[src/rtl/sswpi_pkg.sv]
// Package for the skid-steer wheel PI controller.
// Holds number formats, microcode word layout, register indexes and the microcode ROM.
// No dependencies.
package sswpi_pkg;

    localparam int VALUE_WIDTH     = 32;
    localparam int FRACTION_BITS   = 16;
    localparam int WHEEL_COUNT     = 4;
    localparam int GAIN_WIDTH      = 31;
    localparam int STEP_WIDTH      = 5;
    localparam int WHEEL_IDX_WIDTH = 2;
    localparam int CFG_ADDR_WIDTH  = 5;
    localparam int CFG_DATA_WIDTH  = 32;
    localparam int IN_DATA_WIDTH   = 6 * VALUE_WIDTH;
    localparam int OUT_DATA_WIDTH  = 10 * VALUE_WIDTH;
    localparam int PROD_WIDTH      = GAIN_WIDTH + VALUE_WIDTH;

    typedef logic signed [VALUE_WIDTH-1:0] value_t;
    typedef logic [GAIN_WIDTH-1:0]         gain_t;
    typedef logic [STEP_WIDTH-1:0]         step_t;
    typedef logic [WHEEL_IDX_WIDTH-1:0]    wheel_t;

    localparam value_t VMAX = {1'b0, {(VALUE_WIDTH-1){1'b1}}};
    localparam value_t VMIN = {1'b1, {(VALUE_WIDTH-1){1'b0}}};

    localparam gain_t  ONE_Q        = gain_t'(1) << FRACTION_BITS;
    localparam gain_t  WHEEL_RESET  = gain_t'(10) << FRACTION_BITS;
    localparam wheel_t WHEEL_LAST   = wheel_t'(WHEEL_COUNT - 1);

    typedef enum logic [3:0] {
        OP_NOP, OP_MUL, OP_RND, OP_ADD, OP_SUB, OP_CLAMPW, OP_CLAMPI, OP_CLAMPE,
        OP_LATCH, OP_JKIZ, OP_LOOP, OP_DONE
    } op_t;

    typedef enum logic [3:0] {
        SRC_LIN, SRC_ANG, SRC_A, SRC_B, SRC_T, SRC_ERR, SRC_P, SRC_INTEG, SRC_TGT, SRC_SPD
    } src_t;

    typedef enum logic [3:0] {
        DST_NONE, DST_A, DST_B, DST_T, DST_RIGHT, DST_LEFT, DST_ERR, DST_P, DST_INTEG, DST_TORQ
    } dst_t;

    typedef enum logic [1:0] {GAIN_KP, GAIN_KI, GAIN_LIN, GAIN_TURN} gsel_t;

    typedef enum logic [2:0] {
        REG_KP, REG_KI, REG_ILOW, REG_IHIGH, REG_EFFORT, REG_LIN, REG_TURN, REG_WSB
    } reg_idx_t;

    typedef enum logic {ST_IDLE, ST_RUN} state_t;

    typedef struct packed {
        op_t   op;
        src_t  src_x;
        src_t  src_y;
        dst_t  dst;
        gsel_t gain;
        step_t target;
    } uword_t;

    typedef struct packed {
        uword_t uw;
        wheel_t wheel;
        logic   start;
        logic   load_out;
    } dp_ctrl_t;

    typedef struct packed {
        gain_t  kp;
        gain_t  ki;
        value_t ilow;
        gain_t  ihigh;
        gain_t  effort;
        gain_t  lin_scale;
        gain_t  turn_scale;
        gain_t  wheel_bound;
    } cfg_t;

    localparam step_t STEP_WHEEL  = step_t'(9);
    localparam step_t STEP_TORQUE = step_t'(17);

    function automatic uword_t uw(op_t op, src_t x, src_t y, dst_t d, gsel_t g, step_t t);
        uword_t w;
        w.op     = op;
        w.src_x  = x;
        w.src_y  = y;
        w.dst    = d;
        w.gain   = g;
        w.target = t;
        return w;
    endfunction

    // Microcode ROM
    function automatic uword_t ucode(step_t s);
        uword_t w;
        w = uw(OP_DONE, SRC_LIN, SRC_LIN, DST_NONE, GAIN_KP, '0);
        case (s)
            step_t'(0):  w = uw(OP_MUL,    SRC_LIN,   SRC_LIN,   DST_NONE,  GAIN_LIN,  '0);
            step_t'(1):  w = uw(OP_RND,    SRC_LIN,   SRC_LIN,   DST_A,     GAIN_KP,   '0);
            step_t'(2):  w = uw(OP_MUL,    SRC_ANG,   SRC_LIN,   DST_NONE,  GAIN_TURN, '0);
            step_t'(3):  w = uw(OP_RND,    SRC_LIN,   SRC_LIN,   DST_B,     GAIN_KP,   '0);
            step_t'(4):  w = uw(OP_ADD,    SRC_A,     SRC_B,     DST_T,     GAIN_KP,   '0);
            step_t'(5):  w = uw(OP_CLAMPW, SRC_T,     SRC_LIN,   DST_RIGHT, GAIN_KP,   '0);
            step_t'(6):  w = uw(OP_SUB,    SRC_A,     SRC_B,     DST_T,     GAIN_KP,   '0);
            step_t'(7):  w = uw(OP_CLAMPW, SRC_T,     SRC_LIN,   DST_LEFT,  GAIN_KP,   '0);
            step_t'(8):  w = uw(OP_LATCH,  SRC_LIN,   SRC_LIN,   DST_NONE,  GAIN_KP,   '0);
            step_t'(9):  w = uw(OP_SUB,    SRC_TGT,   SRC_SPD,   DST_ERR,   GAIN_KP,   '0);
            step_t'(10): w = uw(OP_MUL,    SRC_ERR,   SRC_LIN,   DST_NONE,  GAIN_KP,   '0);
            step_t'(11): w = uw(OP_RND,    SRC_LIN,   SRC_LIN,   DST_P,     GAIN_KP,   '0);
            step_t'(12): w = uw(OP_JKIZ,   SRC_LIN,   SRC_LIN,   DST_NONE,  GAIN_KP,
                                STEP_TORQUE);
            step_t'(13): w = uw(OP_MUL,    SRC_ERR,   SRC_LIN,   DST_NONE,  GAIN_KI,   '0);
            step_t'(14): w = uw(OP_RND,    SRC_LIN,   SRC_LIN,   DST_T,     GAIN_KP,   '0);
            step_t'(15): w = uw(OP_ADD,    SRC_INTEG, SRC_T,     DST_T,     GAIN_KP,   '0);
            step_t'(16): w = uw(OP_CLAMPI, SRC_T,     SRC_LIN,   DST_INTEG, GAIN_KP,   '0);
            step_t'(17): w = uw(OP_ADD,    SRC_P,     SRC_INTEG, DST_T,     GAIN_KP,   '0);
            step_t'(18): w = uw(OP_CLAMPE, SRC_T,     SRC_LIN,   DST_TORQ,  GAIN_KP,   '0);
            step_t'(19): w = uw(OP_LOOP,   SRC_LIN,   SRC_LIN,   DST_NONE,  GAIN_KP,
                                STEP_WHEEL);
            default:     w = uw(OP_DONE,   SRC_LIN,   SRC_LIN,   DST_NONE,  GAIN_KP,   '0);
        endcase
        return w;
    endfunction

    function automatic value_t sat_add(value_t a, value_t b, logic sub);
        logic signed [VALUE_WIDTH:0] s;
        s = sub ? ({a[VALUE_WIDTH-1], a} - {b[VALUE_WIDTH-1], b})
                : ({a[VALUE_WIDTH-1], a} + {b[VALUE_WIDTH-1], b});
        if (s[VALUE_WIDTH] != s[VALUE_WIDTH-1]) begin
            return s[VALUE_WIDTH] ? VMIN : VMAX;
        end
        return value_t'(s[VALUE_WIDTH-1:0]);
    endfunction

    function automatic value_t clamp_sym(value_t x, gain_t bound);
        value_t hi;
        value_t lo;
        value_t r;
        hi = value_t'(bound);
        lo = -hi;
        r  = x;
        if (r < lo) r = lo;
        if (r > hi) r = hi;
        return r;
    endfunction

endpackage

[src/rtl/sswpi_seq.sv]
// Microcode sequencer: step counter, wheel counter, ROM fetch, jumps and stream handshakes.
// Depends on sswpi_pkg.
module sswpi_seq (
    input  logic                aclk,
    input  logic                aresetn,
    input  logic                s_tvalid,
    output logic                s_tready,
    output logic                m_tvalid,
    input  logic                m_tready,
    input  logic                ki_zero,
    output sswpi_pkg::dp_ctrl_t ctrl
);

    sswpi_pkg::state_t state_reg, state_next;
    sswpi_pkg::step_t  step_reg, step_next;
    sswpi_pkg::wheel_t wheel_reg, wheel_next;
    logic              m_tvalid_reg, m_tvalid_next;
    sswpi_pkg::uword_t uw;

    assign uw       = sswpi_pkg::ucode(step_reg);
    assign m_tvalid = m_tvalid_reg;

    always_ff @(posedge aclk) begin
        if (!aresetn) begin
            state_reg    <= sswpi_pkg::ST_IDLE;
            step_reg     <= '0;
            wheel_reg    <= '0;
            m_tvalid_reg <= 1'b0;
        end else begin
            state_reg    <= state_next;
            step_reg     <= step_next;
            wheel_reg    <= wheel_next;
            m_tvalid_reg <= m_tvalid_next;
        end
    end

    always_comb begin
        state_next    = state_reg;
        step_next     = step_reg;
        wheel_next    = wheel_reg;
        m_tvalid_next = m_tvalid_reg & ~m_tready;
        s_tready      = 1'b0;
        ctrl.uw       = sswpi_pkg::uw(sswpi_pkg::OP_NOP, sswpi_pkg::SRC_LIN, sswpi_pkg::SRC_LIN,
                                      sswpi_pkg::DST_NONE, sswpi_pkg::GAIN_KP, '0);
        ctrl.wheel    = wheel_reg;
        ctrl.start    = 1'b0;
        ctrl.load_out = 1'b0;
        unique case (state_reg)
            sswpi_pkg::ST_IDLE: begin
                s_tready = 1'b1;
                if (s_tvalid) begin
                    ctrl.start = 1'b1;
                    state_next = sswpi_pkg::ST_RUN;
                    step_next  = '0;
                    wheel_next = '0;
                end
            end
            sswpi_pkg::ST_RUN: begin
                ctrl.uw   = uw;
                step_next = step_reg + 1'b1;
                case (uw.op)
                    sswpi_pkg::OP_JKIZ: begin
                        if (ki_zero) step_next = uw.target;
                    end
                    sswpi_pkg::OP_LOOP: begin
                        if (wheel_reg != sswpi_pkg::WHEEL_LAST) begin
                            wheel_next = wheel_reg + 1'b1;
                            step_next  = uw.target;
                        end
                    end
                    sswpi_pkg::OP_DONE: begin
                        step_next = step_reg;
                        // wait for the output register to free up
                        if (!m_tvalid_reg || m_tready) begin
                            ctrl.load_out = 1'b1;
                            m_tvalid_next = 1'b1;
                            state_next    = sswpi_pkg::ST_IDLE;
                        end
                    end
                    default: ;
                endcase
            end
        endcase
    end

endmodule

[config.mk]
export PLATFORM = sky130hd
export DESIGN_NAME = sswpi_seq
export DESIGN_NICKNAME = d
export VERILOG_FILES = /design/src/rtl/sswpi_pkg.sv /design/src/rtl/sswpi_seq.sv
export SDC_FILE = /design/constraint.sdc
export NUM_CORES = 1
export LEC_CHECK = 0
export BUFFER_PORTS_ARGS = -buffer_cell sky130_fd_sc_hd__buf_2
export CORE_AREA = 2 2 63 65
export CTS_CLUSTER_SIZE = 14
export DETAILED_ROUTE_END_ITERATION = 10
export DIE_AREA = 0 0 65 67
export HOLD_SLACK_MARGIN = 0.15
export PLACE_DENSITY_LB_ADDON = 0.05
export SKIP_CTS_REPAIR_TIMING = 1
export SLEW_MARGIN = 30
export SYNTH_ARGS = -nofsm -noshare
export SYNTH_HDL_FRONTEND = slang
export SYNTH_SLANG_ARGS = --single-unit
[constraint.sdc]
create_clock -name aclk -period 7.3 [get_ports aclk]
set_input_delay 1.095 -clock aclk [delete_from_list [all_inputs] [get_ports aclk]]
set_output_delay 1.095 -clock aclk [all_outputs]
set_load 0.03 [all_outputs]
==> results.yml <==
status:
  status: "finished, final reports clean"
clocking:
  htree_levels: 2
  cts_num_sinks: 29
  cts_max_path_buffers: 2
  cts_tree: "yes"
  clkLatencyLatePin_ns: 0.28
  clkTransAtPathRegs_ns: 0.07
  cts_root_buf: "clkbuf_8"
  cts_buffers: 5
critical_path:
  cp.arrival_ns: 3.48
  critPathKind: "reg -> reg"
  ff2ff_path_depth: 10
  r2r-start: "state_reg"
  regToRegSetupSlack_ns: 3.99
  crit_path_start_kind: "flop"
  r2r_end: "uw[16]"
  cp_max_fo: 29
  required_ns: 7.48
  crit_path_end_kind: "flop"
floorplanning:
  die_area_um2: 4355
  fp.dieH_um: 67
  pin_count: 34
  row_count: 22
  initial_utilization_pct: 48.54
  die_w_um: 65
  core_um2: 3606
synth:
  yosysWarnings: 0
  syn-cell-area_um2: 1750
  synthFlopType: "dfxtp_1"
  synth_edf_count: 0
  ys_seq_area_share_pct: 33.17
  avgSynthCellArea_um2: 8.885
  synth_cells: 197
  ys_seq_elements: 29
  synth.distinct_cells: 59
  async_flop_share_pct: 0
routing:
  routedWlPerCell_um: 14.92
  vias: 1539
  ant_nets: 0
  drtIter0Drc: 74
  drc: 0
  finalWirelength_um: 4072
  drtPass1Iterations: 4
  via_per_inst: 5.637
final_layout:
  nNetsFinal: 238
  most-common-layout-cells: "buf_2 (31), dfxtp_1 (29), and2_1 (24)"
  fin_area_um2: 1953
  largest_register_ffs: 20
  antenna_cells: 0
  mostFrequentLayoutCell: "buf_2"
  syn_to_final_growth_pct: 11.58
  drive_above_1_share_pct: 26.22
  fill_cells: 361
sta:
  period_share_pct: 45.32
  setup_violations: 0
  grt_setup_unrepaired: "false"
  slew_viol_final: 0
  fin_setup_tns_ns: 0
  slew_headroom_pct: 37.85
  finalHoldViolCount: 0
  fmax_mhz: 302.3
  finClkSkew_ns: 0.003654
  fin_crit_ns: 3.308
  tightest_slew_ns: 0.9307
min_path:
  min-delay-start: "wheel_reg[1]"
  holdCritPathClass: "reg -> reg"
  holdPathStages: 2
  min_to: "wheel_reg[1]"
job:
  cap_violations: 0
grt:
  grt_pass1_wl_um: 6658
  grt_use_total_pct: 20.25
  grt-ovfl-total: 0
  grt_pass1_vias: 1368
  antenna_found_initial: 0
  grt_max_degree: 30
placed_design:
  placed_area_um2: 1862
  portBuffers: 31
  gp_congestion: 0.8742
  hpwlAfterDp_um: 2872
pwr:
  power.density_nw_per_um2: 167.1
  vdd_drop_max_mv: 0.1378
  static-leakage-power_nw: 0.8754
-- cell type report --
cell class | instances | area [um^2] | share of cell area, %
clock buffer | 5 | 68.82 | 3.523
multi-input combinational | 148 | 1036 | 53.04
sequential | 29 | 580.6 | 29.72
clock inverter | 3 | 17.52 | 0.8969
inverter | 8 | 30.03 | 1.537
tap | 48 | 60.06 | 3.075
timing repair buffer | 32 | 160.2 | 8.200
-- where the power goes --
group / switching, mW / internal [mW]
logic: 0.0220 / 0.00974
clock network: 0.0630 / 0.0656
registers: 0.00484 / 0.161
total: 0.0898 / 0.236
-- worst max-delay path by stage --
stage	startpoint	end	slack, ns	cells past startpoint
6_report	state_reg	uw[16]	3.99	10
3_3_place_gp	aresetn	uw[16]	4.07	9
2_1_floorplan	m_tready	ctrl[0]	4.37	2
3_5_place_dp	aresetn	uw[16]	3.91	9
5_1_grt	state_reg	uw[16]	3.64	10
4_1_cts	state_reg	uw[16]	3.96	10
-- routing by layer --
layer	part of all wire, %	GRT usage, %	vias to the layer above	wire length (um)
met4	1.4	8.511	0	55
met2	44	32.22	78	1812
met5	0	0	-	0
met3	9.3	5.405	6	379
met1	45	25.80	700	1825
li1	-	-	755	-
-- Yosys cell counts (all sizes together) (2+ instances only) --
master	n	area, um^2
xnor2	2	17.52
o21ai	9	45.04
o311ai	3	51.31
o211ai	3	27.52
a21oi	5	36.29
o31a	2	20.02
dfxtp	29	580.6
clkbuf	4	25.02
nor2	14	55.06
a32oi	4	35.03
nand3	11	60.06
and2	24	150.1
nor3	4	20.02
nor4	2	27.53
o22ai	4	31.28
inv	7	26.27
and3	5	36.28
nand2	16	62.56
a21o	2	15.01
buf	9	82.58
a211oi	2	15.01
nand2b	3	21.27
nor2b	2	12.51
nand3b	2	15.01
ha	9	112.6
-- kinds of logic (layout without fill, tap and decap cells) --
kind of cell	count (synthesis)	count (layout)	share of synthesized area (%)
xor gates and xnor gates	3	3	1.501
DFF	29	29	33.17
AOI/OAI and AO/OA	46	46	22.23
other	1	2	0.2142
and+or+nand+nor	88	88	28.59
adders and majority gates	9	9	6.433
buffers and inverters	21	48	7.862
-- per-stage QoR --
| stage | util, % | hold WS (ns) | worst slack (ns) | power, mW | cells |
|---|---|---|---|---|---|
| detailed placement | 51.63 | 0.4795 | 3.913 | 0.2009 | 264 |
| CTS | 54.03 | 0.4883 | 3.962 | 0.3290 | 272 |
| floorplan | - | 0.5333 | 4.370 | 0.1939 | 198 |
| finish | 54.16 | 0.4884 | 3.992 | 0.3263 | 273 |
| global placement | 51.63 | 0.4842 | 4.074 | 0.2004 | 264 |
| global route | 54.16 | 0.5242 | 3.643 | 0.3422 | 273 |
-- worst max-delay path, stage by stage, from the launching register on --
cell,delay [ns]
dfxtp_1,0.88
nand2_1,0.35
o22ai_2,0.36
a32oi_1,0.22
nor2_1,0.33
inv_1,0.17
ha_1,0.28
nand2_1,0.12
o22ai_1,0.08
and3_4,0.20
a41o_1,0.19
Note: power is estimated with default switching activity, not from simulation.
