<file path="src/rtl/sswpi_pkg.sv">
// Package for the skid-steer wheel PI controller.
// Holds number formats, microcode word layout, register indexes and the microcode ROM.
// No dependencies.
package sswpi_pkg;

    localparam int VALUE_WIDTH     = 32;
    localparam int FRACTION_BITS   = 16;
    localparam int WHEEL_COUNT     = 4;
    localparam int GAIN_WIDTH      = 31;
    localparam int STEP_WIDTH      = 5;
    localparam int WHEEL_IDX_WIDTH = 2;
    localparam int CFG_ADDR_WIDTH  = 5;
    localparam int CFG_DATA_WIDTH  = 32;
    localparam int IN_DATA_WIDTH   = 6 * VALUE_WIDTH;
    localparam int OUT_DATA_WIDTH  = 10 * VALUE_WIDTH;
    localparam int PROD_WIDTH      = GAIN_WIDTH + VALUE_WIDTH;

    typedef logic signed [VALUE_WIDTH-1:0] value_t;
    typedef logic [GAIN_WIDTH-1:0]         gain_t;
    typedef logic [STEP_WIDTH-1:0]         step_t;
    typedef logic [WHEEL_IDX_WIDTH-1:0]    wheel_t;

    localparam value_t VMAX = {1'b0, {(VALUE_WIDTH-1){1'b1}}};
    localparam value_t VMIN = {1'b1, {(VALUE_WIDTH-1){1'b0}}};

    localparam gain_t  ONE_Q        = gain_t'(1) << FRACTION_BITS;
    localparam gain_t  WHEEL_RESET  = gain_t'(10) << FRACTION_BITS;
    localparam wheel_t WHEEL_LAST   = wheel_t'(WHEEL_COUNT - 1);

    typedef enum logic [3:0] {
        OP_NOP, OP_MUL, OP_RND, OP_ADD, OP_SUB, OP_CLAMPW, OP_CLAMPI, OP_CLAMPE,
        OP_LATCH, OP_JKIZ, OP_LOOP, OP_DONE
    } op_t;

    typedef enum logic [3:0] {
        SRC_LIN, SRC_ANG, SRC_A, SRC_B, SRC_T, SRC_ERR, SRC_P, SRC_INTEG, SRC_TGT, SRC_SPD
    } src_t;

    typedef enum logic [3:0] {
        DST_NONE, DST_A, DST_B, DST_T, DST_RIGHT, DST_LEFT, DST_ERR, DST_P, DST_INTEG, DST_TORQ
    } dst_t;

    typedef enum logic [1:0] {GAIN_KP, GAIN_KI, GAIN_LIN, GAIN_TURN} gsel_t;

    typedef enum logic [2:0] {
        REG_KP, REG_KI, REG_ILOW, REG_IHIGH, REG_EFFORT, REG_LIN, REG_TURN, REG_WSB
    } reg_idx_t;

    typedef enum logic {ST_IDLE, ST_RUN} state_t;

    typedef struct packed {
        op_t   op;
        src_t  src_x;
        src_t  src_y;
        dst_t  dst;
        gsel_t gain;
        step_t target;
    } uword_t;

    typedef struct packed {
        uword_t uw;
        wheel_t wheel;
        logic   start;
        logic   load_out;
    } dp_ctrl_t;

    typedef struct packed {
        gain_t  kp;
        gain_t  ki;
        value_t ilow;
        gain_t  ihigh;
        gain_t  effort;
        gain_t  lin_scale;
        gain_t  turn_scale;
        gain_t  wheel_bound;
    } cfg_t;

    localparam step_t STEP_WHEEL  = step_t'(9);
    localparam step_t STEP_TORQUE = step_t'(17);

    function automatic uword_t uw(op_t op, src_t x, src_t y, dst_t d, gsel_t g, step_t t);
        uword_t w;
        w.op     = op;
        w.src_x  = x;
        w.src_y  = y;
        w.dst    = d;
        w.gain   = g;
        w.target = t;
        return w;
    endfunction

    // Microcode ROM
    function automatic uword_t ucode(step_t s);
        uword_t w;
        w = uw(OP_DONE, SRC_LIN, SRC_LIN, DST_NONE, GAIN_KP, '0);
        case (s)
            step_t'(0):  w = uw(OP_MUL,    SRC_LIN,   SRC_LIN,   DST_NONE,  GAIN_LIN,  '0);
            step_t'(1):  w = uw(OP_RND,    SRC_LIN,   SRC_LIN,   DST_A,     GAIN_KP,   '0);
            step_t'(2):  w = uw(OP_MUL,    SRC_ANG,   SRC_LIN,   DST_NONE,  GAIN_TURN, '0);
            step_t'(3):  w = uw(OP_RND,    SRC_LIN,   SRC_LIN,   DST_B,     GAIN_KP,   '0);
            step_t'(4):  w = uw(OP_ADD,    SRC_A,     SRC_B,     DST_T,     GAIN_KP,   '0);
            step_t'(5):  w = uw(OP_CLAMPW, SRC_T,     SRC_LIN,   DST_RIGHT, GAIN_KP,   '0);
            step_t'(6):  w = uw(OP_SUB,    SRC_A,     SRC_B,     DST_T,     GAIN_KP,   '0);
            step_t'(7):  w = uw(OP_CLAMPW, SRC_T,     SRC_LIN,   DST_LEFT,  GAIN_KP,   '0);
            step_t'(8):  w = uw(OP_LATCH,  SRC_LIN,   SRC_LIN,   DST_NONE,  GAIN_KP,   '0);
            step_t'(9):  w = uw(OP_SUB,    SRC_TGT,   SRC_SPD,   DST_ERR,   GAIN_KP,   '0);
            step_t'(10): w = uw(OP_MUL,    SRC_ERR,   SRC_LIN,   DST_NONE,  GAIN_KP,   '0);
            step_t'(11): w = uw(OP_RND,    SRC_LIN,   SRC_LIN,   DST_P,     GAIN_KP,   '0);
            step_t'(12): w = uw(OP_JKIZ,   SRC_LIN,   SRC_LIN,   DST_NONE,  GAIN_KP,
                                STEP_TORQUE);
            step_t'(13): w = uw(OP_MUL,    SRC_ERR,   SRC_LIN,   DST_NONE,  GAIN_KI,   '0);
            step_t'(14): w = uw(OP_RND,    SRC_LIN,   SRC_LIN,   DST_T,     GAIN_KP,   '0);
            step_t'(15): w = uw(OP_ADD,    SRC_INTEG, SRC_T,     DST_T,     GAIN_KP,   '0);
            step_t'(16): w = uw(OP_CLAMPI, SRC_T,     SRC_LIN,   DST_INTEG, GAIN_KP,   '0);
            step_t'(17): w = uw(OP_ADD,    SRC_P,     SRC_INTEG, DST_T,     GAIN_KP,   '0);
            step_t'(18): w = uw(OP_CLAMPE, SRC_T,     SRC_LIN,   DST_TORQ,  GAIN_KP,   '0);
            step_t'(19): w = uw(OP_LOOP,   SRC_LIN,   SRC_LIN,   DST_NONE,  GAIN_KP,
                                STEP_WHEEL);
            default:     w = uw(OP_DONE,   SRC_LIN,   SRC_LIN,   DST_NONE,  GAIN_KP,   '0);
        endcase
        return w;
    endfunction

    function automatic value_t sat_add(value_t a, value_t b, logic sub);
        logic signed [VALUE_WIDTH:0] s;
        s = sub ? ({a[VALUE_WIDTH-1], a} - {b[VALUE_WIDTH-1], b})
                : ({a[VALUE_WIDTH-1], a} + {b[VALUE_WIDTH-1], b});
        if (s[VALUE_WIDTH] != s[VALUE_WIDTH-1]) begin
            return s[VALUE_WIDTH] ? VMIN : VMAX;
        end
        return value_t'(s[VALUE_WIDTH-1:0]);
    endfunction

    function automatic value_t clamp_sym(value_t x, gain_t bound);
        value_t hi;
        value_t lo;
        value_t r;
        hi = value_t'(bound);
        lo = -hi;
        r  = x;
        if (r < lo) r = lo;
        if (r > hi) r = hi;
        return r;
    endfunction

endpackage

</file>
<file path="src/rtl/sswpi_cfg.sv">
// Configuration register bank of the skid-steer wheel PI controller, APB-style port.
// Depends on sswpi_pkg.
module sswpi_cfg (
    input  logic                                aclk,
    input  logic                                aresetn,
    input  logic                                psel,
    input  logic                                penable,
    input  logic                                pwrite,
    input  logic [sswpi_pkg::CFG_ADDR_WIDTH-1:0] paddr,
    input  logic [sswpi_pkg::CFG_DATA_WIDTH-1:0] pwdata,
    output logic [sswpi_pkg::CFG_DATA_WIDTH-1:0] prdata,
    output logic                                pready,
    output sswpi_pkg::cfg_t                     cfg,
    output logic                                ki_zero
);

    sswpi_pkg::cfg_t     cfg_reg;
    sswpi_pkg::reg_idx_t idx;
    logic                wr_en;

    assign pready  = 1'b1;
    assign idx     = sswpi_pkg::reg_idx_t'(paddr[sswpi_pkg::CFG_ADDR_WIDTH-1:2]);
    assign wr_en   = psel & penable & pwrite & pready;
    assign cfg     = cfg_reg;
    assign ki_zero = (cfg_reg.ki == '0);

    always_ff @(posedge aclk) begin
        if (!aresetn) begin
            cfg_reg.kp          <= '0;
            cfg_reg.ki          <= '0;
            cfg_reg.ilow        <= '0;
            cfg_reg.ihigh       <= '0;
            cfg_reg.effort      <= sswpi_pkg::ONE_Q;
            cfg_reg.lin_scale   <= sswpi_pkg::ONE_Q;
            cfg_reg.turn_scale  <= sswpi_pkg::ONE_Q;
            cfg_reg.wheel_bound <= sswpi_pkg::WHEEL_RESET;
        end else if (wr_en) begin
            unique case (idx)
                sswpi_pkg::REG_KP:     cfg_reg.kp <= pwdata[sswpi_pkg::GAIN_WIDTH-1:0];
                sswpi_pkg::REG_KI:     cfg_reg.ki <= pwdata[sswpi_pkg::GAIN_WIDTH-1:0];
                sswpi_pkg::REG_ILOW:   cfg_reg.ilow <= sswpi_pkg::value_t'(pwdata);
                sswpi_pkg::REG_IHIGH:  cfg_reg.ihigh <= pwdata[sswpi_pkg::GAIN_WIDTH-1:0];
                sswpi_pkg::REG_EFFORT: cfg_reg.effort <= pwdata[sswpi_pkg::GAIN_WIDTH-1:0];
                sswpi_pkg::REG_LIN:    cfg_reg.lin_scale <= pwdata[sswpi_pkg::GAIN_WIDTH-1:0];
                sswpi_pkg::REG_TURN:   cfg_reg.turn_scale <= pwdata[sswpi_pkg::GAIN_WIDTH-1:0];
                sswpi_pkg::REG_WSB:    cfg_reg.wheel_bound <= pwdata[sswpi_pkg::GAIN_WIDTH-1:0];
            endcase
        end
    end

    always_comb begin
        unique case (idx)
            sswpi_pkg::REG_KP:     prdata = sswpi_pkg::CFG_DATA_WIDTH'(cfg_reg.kp);
            sswpi_pkg::REG_KI:     prdata = sswpi_pkg::CFG_DATA_WIDTH'(cfg_reg.ki);
            sswpi_pkg::REG_ILOW:   prdata = sswpi_pkg::CFG_DATA_WIDTH'(unsigned'(cfg_reg.ilow));
            sswpi_pkg::REG_IHIGH:  prdata = sswpi_pkg::CFG_DATA_WIDTH'(cfg_reg.ihigh);
            sswpi_pkg::REG_EFFORT: prdata = sswpi_pkg::CFG_DATA_WIDTH'(cfg_reg.effort);
            sswpi_pkg::REG_LIN:    prdata = sswpi_pkg::CFG_DATA_WIDTH'(cfg_reg.lin_scale);
            sswpi_pkg::REG_TURN:   prdata = sswpi_pkg::CFG_DATA_WIDTH'(cfg_reg.turn_scale);
            sswpi_pkg::REG_WSB:    prdata = sswpi_pkg::CFG_DATA_WIDTH'(cfg_reg.wheel_bound);
        endcase
    end

endmodule

</file>
<file path="config.mk">
export PLATFORM = sky130hd
export DESIGN_NAME = sswpi_cfg
export DESIGN_NICKNAME = d
export VERILOG_FILES = /design/src/rtl/sswpi_pkg.sv /design/src/rtl/sswpi_cfg.sv
export SDC_FILE = /design/constraint.sdc
export NUM_CORES = 1
export LEC_CHECK = 0
export BUFFER_PORTS_ARGS = -buffer_cell sky130_fd_sc_hd__clkbuf_2
export CAP_MARGIN = 20
export CORE_ASPECT_RATIO = 1.1
export CORE_MARGIN = 2
export CORE_UTILIZATION = 35
export CTS_CLUSTER_DIAMETER = 100
export DETAILED_ROUTE_END_ITERATION = 8
export SETUP_SLACK_MARGIN = 0.02
export SYNTH_ARGS = -nofsm -noshare
export SYNTH_HDL_FRONTEND = slang
export SYNTH_SLANG_ARGS = --single-unit
</file>
<file path="constraint.sdc">
create_clock -name aclk -period 1.5 [get_ports aclk]
set_clock_uncertainty 0.2 [all_clocks]
set_input_delay 0.075 -clock aclk [delete_from_list [all_inputs] [get_ports aclk]]
set_output_delay 0.075 -clock aclk [all_outputs]
set_load 0.01 [all_outputs]
</file>
==> results.json <==
{
  "worstHoldPathType": "in -> reg",
  "post_dp_cell_area_um2": 13400,
  "drt_first_pass_iters": 6,
  "maxCapViolations": 0,
  "ys_ff_latch": 249,
  "core_area_um2": 29500,
  "synth_cells": 1259,
  "async_flop_share_pct": 0,
  "cts_tree": "done",
  "rr_startpoint": "cfg[47]$_SDFFE_PN1P_",
  "fin_total_pwr_mw": 14.8,
  "tns_ns": -11.11,
  "initial_core_util_pct": 35.4,
  "wire_per_inst_um": 19.5,
  "clk_pin_slew_worst_paths_ns": 0.06,
  "peakVddDrop_uv": 657,
  "syn_nets": 1301,
  "fmaxAchievable_mhz": 488,
  "crit_type": "reg -> out",
  "reg2reg_depth": 3,
  "worst_slack_ns": -0.551,
  "via_per_inst": 5.37,
  "antenna_found_initial": 0,
  "clockBufferDepth": 3,
  "r2r_slack_ns": 0.12,
  "arrival_ns": 1.78,
  "yosysTopAreaCell": "dfxtp_1",
  "synth_warnings": 0,
  "nNetsFinal": 1730,
  "diodes": 0,
  "syn2layout_area_growth_pct": 50.2,
  "htreeDepth": 1,
  "num_vias": 11184,
  "run_status": "finished, violations left",
  "cp_max_fo": 2,
  "grt_first_pass_wirelength_mm": 59.9,
  "routabilityCongestion": 0.859,
  "synth_edf_count": 0,
  "grt_use_met3_pct": 5.04,
  "hold_viol_final": 0,
  "period_needed_ns": 2.05,
  "grt_pass1_vias": 10255,
  "gr-usage-met1_pct": 31.2,
  "start_kind": "flip-flop",
  "die_h_um": 185,
  "ys_seq_area_share_pct": 47.7,
  "avgSynthCellArea_um2": 8.29,
  "cp-endpoint": "ki_zero",
  "dp_hpwl_mm": 28.3,
  "p_per_area_nw_per_um2": 946,
  "setup_violations": 35,
  "dp_slack_ns": -0.212,
  "netlist_area_um2": 10400,
  "cts_buffers": 27,
  "grt_max_degree": 40,
  "ant_nets": 0,
  "critPathLaunch": "cfg[206]$_SDFFE_PN0P_",
  "worstSetupEndpointType": "output port",
  "grt_busiest_layer": "met2",
  "largest_reg_flops": 249,
  "finish.utilization_pct": 53.2,
  "post-route-period-util_pct": 137,
  "synth_most_common_cell": "dfxtp_1",
  "die_w_um": 169,
  "worstPathRequired_ns": 1.22,
  "rsz0062_at_grt": "yes",
  "port_buffers": 321,
  "drive_gt1_share_pct": 41.8,
  "grt_util_met2_pct": 41.1,
  "dieArea_um2": 31200,
  "synthTopCellsByArea": "dfxtp_1 48%, nand3_1 10%, o21ai_0 10%",
  "synth-main-ff-cell": "dfxtp_1",
  "drtIter0Drc": 678,
  "cts.sinks": 249,
  "clk_latency_ns": 0.54,
  "synth_cell_types": 38,
  "wl_mm": 40.6,
  "grt_overflow_total": 0,
  "p_leak_nw": 6.70,
  "io_pins": 325,
  "synthTopCellsByCount": "249 x dfxtp_1, 215 x nand3_1, 209 x o21ai_0",
  "final_area_um2": 15700,
  "drc": 0,
  "maxSlewViolCount": 0,
  "num_rows": 66,
  "r2r_end": "cfg[47]$_SDFFE_PN1P_",
  "violations": "setup timing",
  "synth_top_area_share_pct": 47.7,
  "track_usage_pct": 24.6,
  "root_buffer": "clkbuf_16"
}
cells by family (layout without fill, tap and decap cells):
family                 after synthesis  count (layout)  share of synthesized area (%)
AND/OR/NAND/NOR                    445             445                           20.5
AO/OA/AOI/OAI                      366             366                           20.3
flip-flops                         249             249                           47.7
buffers and inverters              146             596                           6.11
multiplexers                        52              52                           5.34
other                                1               1                         0.0359
power breakdown:
part / switching [mW] / internal (mW)
clock network: 2.73 / 4.02
registers: 0.0433 / 6.63
logic: 0.825 / 0.597
metal layers:
| layer | wire length (um) | up-vias |
|---|---|---|
| li1 | - | 5348 |
| met1 | 16900 | 5304 |
| met2 | 19300 | 442 |
| met3 | 2900 | 90 |
| met4 | 1520 | 0 |
| met5 | 0 | - |
worst max-delay path: stages, from the launching register on:
cell	delay, ns
dfxtp_4	0.35
nor4_2	0.23
buf_4	0.16
nand4_1	0.19
nor2_1	0.14
buf_2	0.16
worst min-delay path by stage:
stage | startpoint | end | slack, ns | cells after the start
2_1_floorplan | pwdata[16] | cfg[109]$_SDFFE_PN1P_ | 0.0001 | 2
3_3_place_gp | pwdata[21] | cfg[239]$_SDFFE_PN0P_ | 0.11 | 3
3_5_place_dp | pwdata[27] | cfg[245]$_SDFFE_PN0P_ | 0.12 | 3
4_1_cts | paddr[3] | cfg[213]$_SDFFE_PN0P_ | -0.006 | 4
5_1_grt | paddr[3] | cfg[213]$_SDFFE_PN0P_ | 0.03 | 4
6_report | paddr[3] | cfg[213]$_SDFFE_PN0P_ | 0.03 | 4
per-stage QoR:
| stage | hold WS [ns] | cells |
|---|---|---|
| after detailed placement | 0.120 | 1960 |
| after CTS | -0.00572 | 2069 |
| after global routing | 0.0335 | 2083 |
| after global placement | 0.110 | 1960 |
| final | 0.0318 | 2083 |
| after floorplan | 0.000107 | 1259 |
repair_timing:
item | 4_1_cts | 5_1_grt
pin swaps | 40 | 41
hold endpoints to repair | 249 | 0
hold buffers | 35 | 0
endpoints found under the setup margin | 37 | 57
resized for setup | 156 | 105
buffers inserted | 27 | 15
cells in the final DEF (no fill, tap or decap), types with 27 or more instances in the layout:
cell type      synthesis  layout
a21oi_1               45      41
nand2_1              103     102
buf_2                 34      31
buf_4                  4     130
a221oi_2               0      31
dfxtp_1              249     161
buf_12                 0      35
nor2_1                52      48
a21boi_1              30      30
dlygate4sd3_1          0      35
mux2i_1               49      46
nand3_1              215     215
clkbuf_16              0      27
dfxtp_2                0      68
o21ai_0              209     199
clkbuf_2               2     284
area by class of cell:
cell class              count  area [um^2]
clock buffers              45          813
clock inverters             5         78.8
fillers                  2696        13800
inverters                  24         90.1
multi-input cells         864         5410
flip-flops and latches    249         5140
well taps                 374          468
repair buffers            522         3680
No activity file was read; power rests on OpenSTA's default activity.
