File: config.mk
export PLATFORM = sky130hd
export DESIGN_NAME = sswpi_dp
export DESIGN_NICKNAME = d
export VERILOG_FILES = /design/src/rtl/sswpi_pkg.sv /design/src/rtl/sswpi_dp.sv
export SDC_FILE = /design/constraint.sdc
export NUM_CORES = 2
export LEC_CHECK = 0
export BUFFER_PORTS_ARGS = -buffer_cell sky130_fd_sc_hd__buf_2
export CAP_MARGIN = 10
export CORE_MARGIN = 5
export CORE_UTILIZATION = 55
export DETAILED_ROUTE_END_ITERATION = 8
export PLACE_DENSITY = 0.77
export SLEW_MARGIN = 0
export SYNTH_ARGS = -nofsm -noshare
export SYNTH_HDL_FRONTEND = slang
export SYNTH_SLANG_ARGS = --single-unit
File: constraint.sdc
create_clock -name aclk -period 15.17 [get_ports aclk]
set_clock_uncertainty 0.1 [all_clocks]
set_input_delay 1.517 -clock aclk [delete_from_list [all_inputs] [get_ports aclk]]
set_output_delay 1.517 -clock aclk [all_outputs]
set_load 0.01 [all_outputs]
File: src/rtl/sswpi_pkg.sv
// Package for the skid-steer wheel PI controller.
// Holds number formats, microcode word layout, register indexes and the microcode ROM.
// No dependencies.
package sswpi_pkg;

    localparam int VALUE_WIDTH     = 32;
    localparam int FRACTION_BITS   = 16;
    localparam int WHEEL_COUNT     = 4;
    localparam int GAIN_WIDTH      = 31;
    localparam int STEP_WIDTH      = 5;
    localparam int WHEEL_IDX_WIDTH = 2;
    localparam int CFG_ADDR_WIDTH  = 5;
    localparam int CFG_DATA_WIDTH  = 32;
    localparam int IN_DATA_WIDTH   = 6 * VALUE_WIDTH;
    localparam int OUT_DATA_WIDTH  = 10 * VALUE_WIDTH;
    localparam int PROD_WIDTH      = GAIN_WIDTH + VALUE_WIDTH;

    typedef logic signed [VALUE_WIDTH-1:0] value_t;
    typedef logic [GAIN_WIDTH-1:0]         gain_t;
    typedef logic [STEP_WIDTH-1:0]         step_t;
    typedef logic [WHEEL_IDX_WIDTH-1:0]    wheel_t;

    localparam value_t VMAX = {1'b0, {(VALUE_WIDTH-1){1'b1}}};
    localparam value_t VMIN = {1'b1, {(VALUE_WIDTH-1){1'b0}}};

    localparam gain_t  ONE_Q        = gain_t'(1) << FRACTION_BITS;
    localparam gain_t  WHEEL_RESET  = gain_t'(10) << FRACTION_BITS;
    localparam wheel_t WHEEL_LAST   = wheel_t'(WHEEL_COUNT - 1);

    typedef enum logic [3:0] {
        OP_NOP, OP_MUL, OP_RND, OP_ADD, OP_SUB, OP_CLAMPW, OP_CLAMPI, OP_CLAMPE,
        OP_LATCH, OP_JKIZ, OP_LOOP, OP_DONE
    } op_t;

    typedef enum logic [3:0] {
        SRC_LIN, SRC_ANG, SRC_A, SRC_B, SRC_T, SRC_ERR, SRC_P, SRC_INTEG, SRC_TGT, SRC_SPD
    } src_t;

    typedef enum logic [3:0] {
        DST_NONE, DST_A, DST_B, DST_T, DST_RIGHT, DST_LEFT, DST_ERR, DST_P, DST_INTEG, DST_TORQ
    } dst_t;

    typedef enum logic [1:0] {GAIN_KP, GAIN_KI, GAIN_LIN, GAIN_TURN} gsel_t;

    typedef enum logic [2:0] {
        REG_KP, REG_KI, REG_ILOW, REG_IHIGH, REG_EFFORT, REG_LIN, REG_TURN, REG_WSB
    } reg_idx_t;

    typedef enum logic {ST_IDLE, ST_RUN} state_t;

    typedef struct packed {
        op_t   op;
        src_t  src_x;
        src_t  src_y;
        dst_t  dst;
        gsel_t gain;
        step_t target;
    } uword_t;

    typedef struct packed {
        uword_t uw;
        wheel_t wheel;
        logic   start;
        logic   load_out;
    } dp_ctrl_t;

    typedef struct packed {
        gain_t  kp;
        gain_t  ki;
        value_t ilow;
        gain_t  ihigh;
        gain_t  effort;
        gain_t  lin_scale;
        gain_t  turn_scale;
        gain_t  wheel_bound;
    } cfg_t;

    localparam step_t STEP_WHEEL  = step_t'(9);
    localparam step_t STEP_TORQUE = step_t'(17);

    function automatic uword_t uw(op_t op, src_t x, src_t y, dst_t d, gsel_t g, step_t t);
        uword_t w;
        w.op     = op;
        w.src_x  = x;
        w.src_y  = y;
        w.dst    = d;
        w.gain   = g;
        w.target = t;
        return w;
    endfunction

    // Microcode ROM
    function automatic uword_t ucode(step_t s);
        uword_t w;
        w = uw(OP_DONE, SRC_LIN, SRC_LIN, DST_NONE, GAIN_KP, '0);
        case (s)
            step_t'(0):  w = uw(OP_MUL,    SRC_LIN,   SRC_LIN,   DST_NONE,  GAIN_LIN,  '0);
            step_t'(1):  w = uw(OP_RND,    SRC_LIN,   SRC_LIN,   DST_A,     GAIN_KP,   '0);
            step_t'(2):  w = uw(OP_MUL,    SRC_ANG,   SRC_LIN,   DST_NONE,  GAIN_TURN, '0);
            step_t'(3):  w = uw(OP_RND,    SRC_LIN,   SRC_LIN,   DST_B,     GAIN_KP,   '0);
            step_t'(4):  w = uw(OP_ADD,    SRC_A,     SRC_B,     DST_T,     GAIN_KP,   '0);
            step_t'(5):  w = uw(OP_CLAMPW, SRC_T,     SRC_LIN,   DST_RIGHT, GAIN_KP,   '0);
            step_t'(6):  w = uw(OP_SUB,    SRC_A,     SRC_B,     DST_T,     GAIN_KP,   '0);
            step_t'(7):  w = uw(OP_CLAMPW, SRC_T,     SRC_LIN,   DST_LEFT,  GAIN_KP,   '0);
            step_t'(8):  w = uw(OP_LATCH,  SRC_LIN,   SRC_LIN,   DST_NONE,  GAIN_KP,   '0);
            step_t'(9):  w = uw(OP_SUB,    SRC_TGT,   SRC_SPD,   DST_ERR,   GAIN_KP,   '0);
            step_t'(10): w = uw(OP_MUL,    SRC_ERR,   SRC_LIN,   DST_NONE,  GAIN_KP,   '0);
            step_t'(11): w = uw(OP_RND,    SRC_LIN,   SRC_LIN,   DST_P,     GAIN_KP,   '0);
            step_t'(12): w = uw(OP_JKIZ,   SRC_LIN,   SRC_LIN,   DST_NONE,  GAIN_KP,
                                STEP_TORQUE);
            step_t'(13): w = uw(OP_MUL,    SRC_ERR,   SRC_LIN,   DST_NONE,  GAIN_KI,   '0);
            step_t'(14): w = uw(OP_RND,    SRC_LIN,   SRC_LIN,   DST_T,     GAIN_KP,   '0);
            step_t'(15): w = uw(OP_ADD,    SRC_INTEG, SRC_T,     DST_T,     GAIN_KP,   '0);
            step_t'(16): w = uw(OP_CLAMPI, SRC_T,     SRC_LIN,   DST_INTEG, GAIN_KP,   '0);
            step_t'(17): w = uw(OP_ADD,    SRC_P,     SRC_INTEG, DST_T,     GAIN_KP,   '0);
            step_t'(18): w = uw(OP_CLAMPE, SRC_T,     SRC_LIN,   DST_TORQ,  GAIN_KP,   '0);
            step_t'(19): w = uw(OP_LOOP,   SRC_LIN,   SRC_LIN,   DST_NONE,  GAIN_KP,
                                STEP_WHEEL);
            default:     w = uw(OP_DONE,   SRC_LIN,   SRC_LIN,   DST_NONE,  GAIN_KP,   '0);
        endcase
        return w;
    endfunction

    function automatic value_t sat_add(value_t a, value_t b, logic sub);
        logic signed [VALUE_WIDTH:0] s;
        s = sub ? ({a[VALUE_WIDTH-1], a} - {b[VALUE_WIDTH-1], b})
                : ({a[VALUE_WIDTH-1], a} + {b[VALUE_WIDTH-1], b});
        if (s[VALUE_WIDTH] != s[VALUE_WIDTH-1]) begin
            return s[VALUE_WIDTH] ? VMIN : VMAX;
        end
        return value_t'(s[VALUE_WIDTH-1:0]);
    endfunction

    function automatic value_t clamp_sym(value_t x, gain_t bound);
        value_t hi;
        value_t lo;
        value_t r;
        hi = value_t'(bound);
        lo = -hi;
        r  = x;
        if (r < lo) r = lo;
        if (r > hi) r = hi;
        return r;
    endfunction

endpackage

File: src/rtl/sswpi_dp.sv
// Datapath: input capture, held state, shared multiplier with rounding, saturating ALU,
// output register. Driven one control word per cycle. Depends on sswpi_pkg.
module sswpi_dp (
    input  logic                                aclk,
    input  logic                                aresetn,
    input  sswpi_pkg::dp_ctrl_t                 ctrl,
    input  sswpi_pkg::cfg_t                     cfg,
    input  logic [sswpi_pkg::IN_DATA_WIDTH-1:0] s_tdata,
    input  logic                                s_tuser,
    output logic [sswpi_pkg::OUT_DATA_WIDTH-1:0] m_tdata
);

    localparam int VW   = sswpi_pkg::VALUE_WIDTH;
    localparam int PW   = sswpi_pkg::PROD_WIDTH;
    localparam int QW   = PW + 1 - sswpi_pkg::FRACTION_BITS;
    localparam int NW   = sswpi_pkg::WHEEL_COUNT;
    localparam logic [QW-1:0] LIM_POS = {{(QW-VW+1){1'b0}}, {(VW-1){1'b1}}};
    localparam logic [QW-1:0] LIM_NEG = LIM_POS + 1'b1;
    localparam logic [PW:0]   RND_HALF = (PW+1)'(1) << (sswpi_pkg::FRACTION_BITS - 1);

    sswpi_pkg::value_t lin_reg, ang_reg;
    sswpi_pkg::value_t in_spd_reg [NW];
    logic              latch_reg;

    sswpi_pkg::value_t integ_reg [NW];
    sswpi_pkg::value_t spd_reg   [NW];
    sswpi_pkg::value_t tgt_reg   [2];
    sswpi_pkg::value_t torq_reg  [NW];

    sswpi_pkg::value_t a_reg, b_reg, t_reg, right_reg, left_reg, err_reg, p_reg;
    logic [PW-1:0]     prod_reg;
    logic              neg_reg;
    logic [sswpi_pkg::OUT_DATA_WIDTH-1:0] out_reg;

    logic              side;
    sswpi_pkg::value_t x_val, y_val, res, rnd_val, int_val;
    sswpi_pkg::gain_t  g_val;
    logic [VW-1:0]     mag_x;
    logic [PW:0]       rnd_sum;
    logic [QW-1:0]     q_raw, q_lim, q_sat;
    sswpi_pkg::op_t    op;
    sswpi_pkg::dst_t   dst;

    assign op      = ctrl.uw.op;
    assign dst     = ctrl.uw.dst;
    assign side    = !(ctrl.wheel == '0 || ctrl.wheel == sswpi_pkg::WHEEL_LAST);
    assign m_tdata = out_reg;

    always_comb begin
        case (ctrl.uw.src_x)
            sswpi_pkg::SRC_LIN:   x_val = lin_reg;
            sswpi_pkg::SRC_ANG:   x_val = ang_reg;
            sswpi_pkg::SRC_A:     x_val = a_reg;
            sswpi_pkg::SRC_B:     x_val = b_reg;
            sswpi_pkg::SRC_T:     x_val = t_reg;
            sswpi_pkg::SRC_ERR:   x_val = err_reg;
            sswpi_pkg::SRC_P:     x_val = p_reg;
            sswpi_pkg::SRC_INTEG: x_val = integ_reg[ctrl.wheel];
            sswpi_pkg::SRC_TGT:   x_val = tgt_reg[side];
            sswpi_pkg::SRC_SPD:   x_val = spd_reg[ctrl.wheel];
            default:              x_val = lin_reg;
        endcase
        case (ctrl.uw.src_y)
            sswpi_pkg::SRC_B:     y_val = b_reg;
            sswpi_pkg::SRC_T:     y_val = t_reg;
            sswpi_pkg::SRC_INTEG: y_val = integ_reg[ctrl.wheel];
            sswpi_pkg::SRC_SPD:   y_val = spd_reg[ctrl.wheel];
            default:              y_val = lin_reg;
        endcase
        unique case (ctrl.uw.gain)
            sswpi_pkg::GAIN_KP:   g_val = cfg.kp;
            sswpi_pkg::GAIN_KI:   g_val = cfg.ki;
            sswpi_pkg::GAIN_LIN:  g_val = cfg.lin_scale;
            sswpi_pkg::GAIN_TURN: g_val = cfg.turn_scale;
        endcase
    end

    // sign-magnitude product, rounded half away from zero in the following step
    assign mag_x   = x_val[VW-1] ? (~x_val + 1'b1) : x_val;
    assign rnd_sum = (PW+1)'(prod_reg) + RND_HALF;
    assign q_raw   = rnd_sum[PW:sswpi_pkg::FRACTION_BITS];
    assign q_lim   = neg_reg ? LIM_NEG : LIM_POS;
    assign q_sat   = (q_raw > q_lim) ? q_lim : q_raw;
    assign rnd_val = neg_reg ? sswpi_pkg::value_t'(~q_sat[VW-1:0] + 1'b1)
                             : sswpi_pkg::value_t'(q_sat[VW-1:0]);

    always_comb begin
        int_val = x_val;
        if (int_val < cfg.ilow) int_val = cfg.ilow;
        if (int_val > sswpi_pkg::value_t'(cfg.ihigh)) int_val = sswpi_pkg::value_t'(cfg.ihigh);
    end

    always_comb begin
        case (op)
            sswpi_pkg::OP_RND:    res = rnd_val;
            sswpi_pkg::OP_ADD:    res = sswpi_pkg::sat_add(x_val, y_val, 1'b0);
            sswpi_pkg::OP_SUB:    res = sswpi_pkg::sat_add(x_val, y_val, 1'b1);
            sswpi_pkg::OP_CLAMPW: res = sswpi_pkg::clamp_sym(x_val, cfg.wheel_bound);
            sswpi_pkg::OP_CLAMPE: res = sswpi_pkg::clamp_sym(x_val, cfg.effort);
            sswpi_pkg::OP_CLAMPI: res = int_val;
            default:              res = x_val;
        endcase
    end

    always_ff @(posedge aclk) begin
        if (ctrl.start) begin
            lin_reg   <= sswpi_pkg::value_t'(s_tdata[VW-1:0]);
            ang_reg   <= sswpi_pkg::value_t'(s_tdata[2*VW-1:VW]);
            latch_reg <= s_tuser;
            for (int i = 0; i < NW; i++) begin
                in_spd_reg[i] <= sswpi_pkg::value_t'(s_tdata[(i+2)*VW +: VW]);
            end
        end
        if (op == sswpi_pkg::OP_MUL) begin
            prod_reg <= PW'(g_val) * PW'(mag_x);
            neg_reg  <= x_val[VW-1];
        end
        case (dst)
            sswpi_pkg::DST_A:     a_reg <= res;
            sswpi_pkg::DST_B:     b_reg <= res;
            sswpi_pkg::DST_T:     t_reg <= res;
            sswpi_pkg::DST_RIGHT: right_reg <= res;
            sswpi_pkg::DST_LEFT:  left_reg <= res;
            sswpi_pkg::DST_ERR:   err_reg <= res;
            sswpi_pkg::DST_P:     p_reg <= res;
            sswpi_pkg::DST_TORQ:  torq_reg[ctrl.wheel] <= res;
            default: ;
        endcase
        if (ctrl.load_out) begin
            out_reg <= {tgt_reg[1], tgt_reg[0],
                        integ_reg[3], integ_reg[2], integ_reg[1], integ_reg[0],
                        torq_reg[3], torq_reg[2], torq_reg[1], torq_reg[0]};
        end
    end

    always_ff @(posedge aclk) begin
        if (!aresetn) begin
            for (int i = 0; i < NW; i++) begin
                integ_reg[i] <= '0;
                spd_reg[i]   <= '0;
            end
            tgt_reg[0] <= '0;
            tgt_reg[1] <= '0;
        end else begin
            if (dst == sswpi_pkg::DST_INTEG) integ_reg[ctrl.wheel] <= res;
            if (op == sswpi_pkg::OP_LATCH && latch_reg) begin
                tgt_reg[0] <= right_reg;
                tgt_reg[1] <= left_reg;
                for (int i = 0; i < NW; i++) begin
                    spd_reg[i] <= in_spd_reg[i];
                end
            end
        end
    end

endmodule

==> summary by stage <==
Clock tree
In this run the deepest clock path goes through 3 buffers. Clock latency on the worst-skew pair, taken at its later pin, is 0.81 ns. The clock buffer count from CTS is 117. The number of H-tree branching levels is 3. The clock slew at the register clock pins of the worst setup and hold paths is 0.06 ns.

After clock tree synthesis, the repair step resized 0 gates. TritonCTS built the clock tree. In this run the post-CTS setup repair buffer count came out at 0. In this run, post-CTS hold repair placed 0 buffers. The library cell used as clock root buffer is clkbuf_16. CTS saw 1,234 sinks.

Setup path
STA classifies the critical path startpoint as an input port. Data on the critical path is required at its endpoint by 15.44 ns. The signal arrival time at the worst endpoint is 13.90 ns. The largest driver fanout on the critical path is 54. The setup path with the least slack is of type input port to flip-flop.

STA classifies the critical path endpoint as a flip-flop. The slowest cell on the critical path is o41ai_2. On the worst path, the slowest cell contributes a delay of 0.87 ns.

Layout
Leaving out fill and tap cells, the most frequent cell in the layout is edfxtp_1. The area of all placed cells without fillers is 105,000 um^2. The net count of the finished layout is 11,200. The number of flip-flops under the largest register name is 320. In the layout the commonest cells are edfxtp_1, inv_1, fa_1.

At the end of the flow the core is filled with cells to 62.2%. The fraction of final layout cells with drive strength greater than 1 is 16.0%. Compared with the post-synthesis result, the final layout area differs by 12.4%.

Timing
Setup violations remaining at the end of the flow were counted as 0. Setup repair after global routing left no endpoint under its margin. The hold violation count in the final report is 0. The achievable clock frequency is 73.3 MHz. Headroom to the max-slew limit came out at 13.9%. Adding up every negative setup slack in the final design gives 0 ns. For the finished layout, the period the worst path requires is 13.64 ns. The count of pins over their slew limit is 0. The final worst setup slack is 1.53 ns.

The transition at the pin with the smallest max-transition slack is 1.28 ns. The ratio of final minimum period to clock period is 89.9%.

Die
The area of the die is 179,000 um^2. The initial utilization of the core area, before any placement, comes to 55.3%. The I/O pin total is 791. From bottom edge to top edge, the die measures 423 um. The core region is 169,000 um^2. The number of cell rows is 151.

The die is 423 um wide.

Logic synthesis
The fraction of synthesis flops using an asynchronous set or reset pin is 0%. Counting every net in the synthesized netlist gives 10,500. Counting flops with a built-in enable in the synthesized netlist gives 1,234. The cell count after synthesis came out at 8,612. The mapped cell area is 93,800 um^2.

The share of the yosys chip area belonging to registers is 39.5%. The number of synthesized register bits is 1,234. The prevailing post-synth register cell is edfxtp_1. Dividing the synthesized area by the synthesized cell count gives 10.9 um^2. The number of different library cells in the post-synthesis netlist is 105.

The number of synthesis warnings is 0.

Global routing
The via count of the first global-routing pass is 74,200. The number of antenna violations at the first check in global routing came to 52. Summed over all layers, the global routing overflow is 0. The global routing usage summed across all routing layers is 38.7%.

The global-route wire length before repair is 504 mm. The largest net degree at the start of global routing is 102.

Routing
The detailed router finished its first iteration with 9,993 violations. The routed design has 353 mm of wire. Dividing the detail-routed via count by the number of cells gives 6.37. Dividing the detail-routed wire length by the instance count gives 30.1 um. The count of nets left with antenna violations once routing finished came out at 0. The number of remaining DRC errors is 1. The pre-antenna-repair detailed-routing pass consisted of 9 iterations. The number of vias after detailed routing is 74,600.

Placed design
Detailed placement ended at an HPWL of 276 mm. The placed standard-cell area is 101,000 um^2. Port buffering added 785 buffers.

The setup slack at placement is 1.09 ns. The global placer's final weighted congestion is 1.10.

Run status
The run finished, with violations left. The checks that failed: design-rule violations.

Run
The number of max-capacitance violations reported is 0.

Hold path
The min-delay analysis places its worst path in the category flip-flop to flip-flop.
## synth_stat cells, types with 143 or more instances
master / count / area share [%]
nand2_1: 802 / 3.2
nand3_1: 143 / 0.76
clkbuf_1: 346 / 1.4
a21o_1: 145 / 1.2
nor2_1: 828 / 3.3
and2_1: 227 / 1.5
edfxtp_1: 1234 / 40
a21oi_1: 362 / 1.9
o21ai_0: 240 / 1.3
fa_1: 867 / 19
ha_1: 544 / 7.3
inv_1: 1116 / 4.5
xnor2_1: 196 / 1.8
## worst max-delay path: cells and delay by family
family	cells	cell delay [ns]
AOI/OAI and AO/OA	13	5.60
and+or+nand+nor	9	3.04
buffers and inverters	6	2.76
adders and majority gates	2	0.87
## worst paths after layout
path                                      from         endpoint  slack [ns]  depth (start not counted)
worst min-delay path            torq_reg[0][0]       m_tdata[0]        0.29                          0
worst min register to register  torq_reg[0][0]       m_tdata[0]        0.29                          0
worst max register to register   spd_reg[0][0]     prod_reg[57]        2.74                         39
worst max-delay path                  ctrl[22]  torq_reg[2][16]        1.53                         30
## cells by family after synthesis
logic type	share of synthesized area (%)
and+or+nand+nor	12.3
buffers and inverters	6.43
AOI/OAI and AO/OA	10.2
adders and majority gates	25.8
DFF	39.5
xor gates and xnor gates	2.44
muxes	3.39
## through the flow
step | hold WS [ns] | std cells
after floorplan | 0.300 | 8612
after global placement | 0.301 | 11500
after detailed placement | 0.305 | 11500
after CTS | 0.299 | 11700
after global routing | 0.321 | 11700
final | 0.291 | 11700
## metal layers
layer	GRT usage (%)	wire length [um]
met3	10.4	41600
met5	0	122
met4	33.9	39800
met1	45.3	116000
met2	59.0	156000
## cell type report
cell class	instances	area [um^2]
diodes	38	95.1
clock buffers	138	3010
clock inverters	78	943
fillers	13200	64000
inverters	1129	4240
multi-input cells	5811	51200
flip-flops and latches	1234	37100
well taps	2218	2780
repair buffers	1064	6070
Power is not shown: default switching activity piles up to over one toggle a cycle in this logic, so the estimate is an artifact.
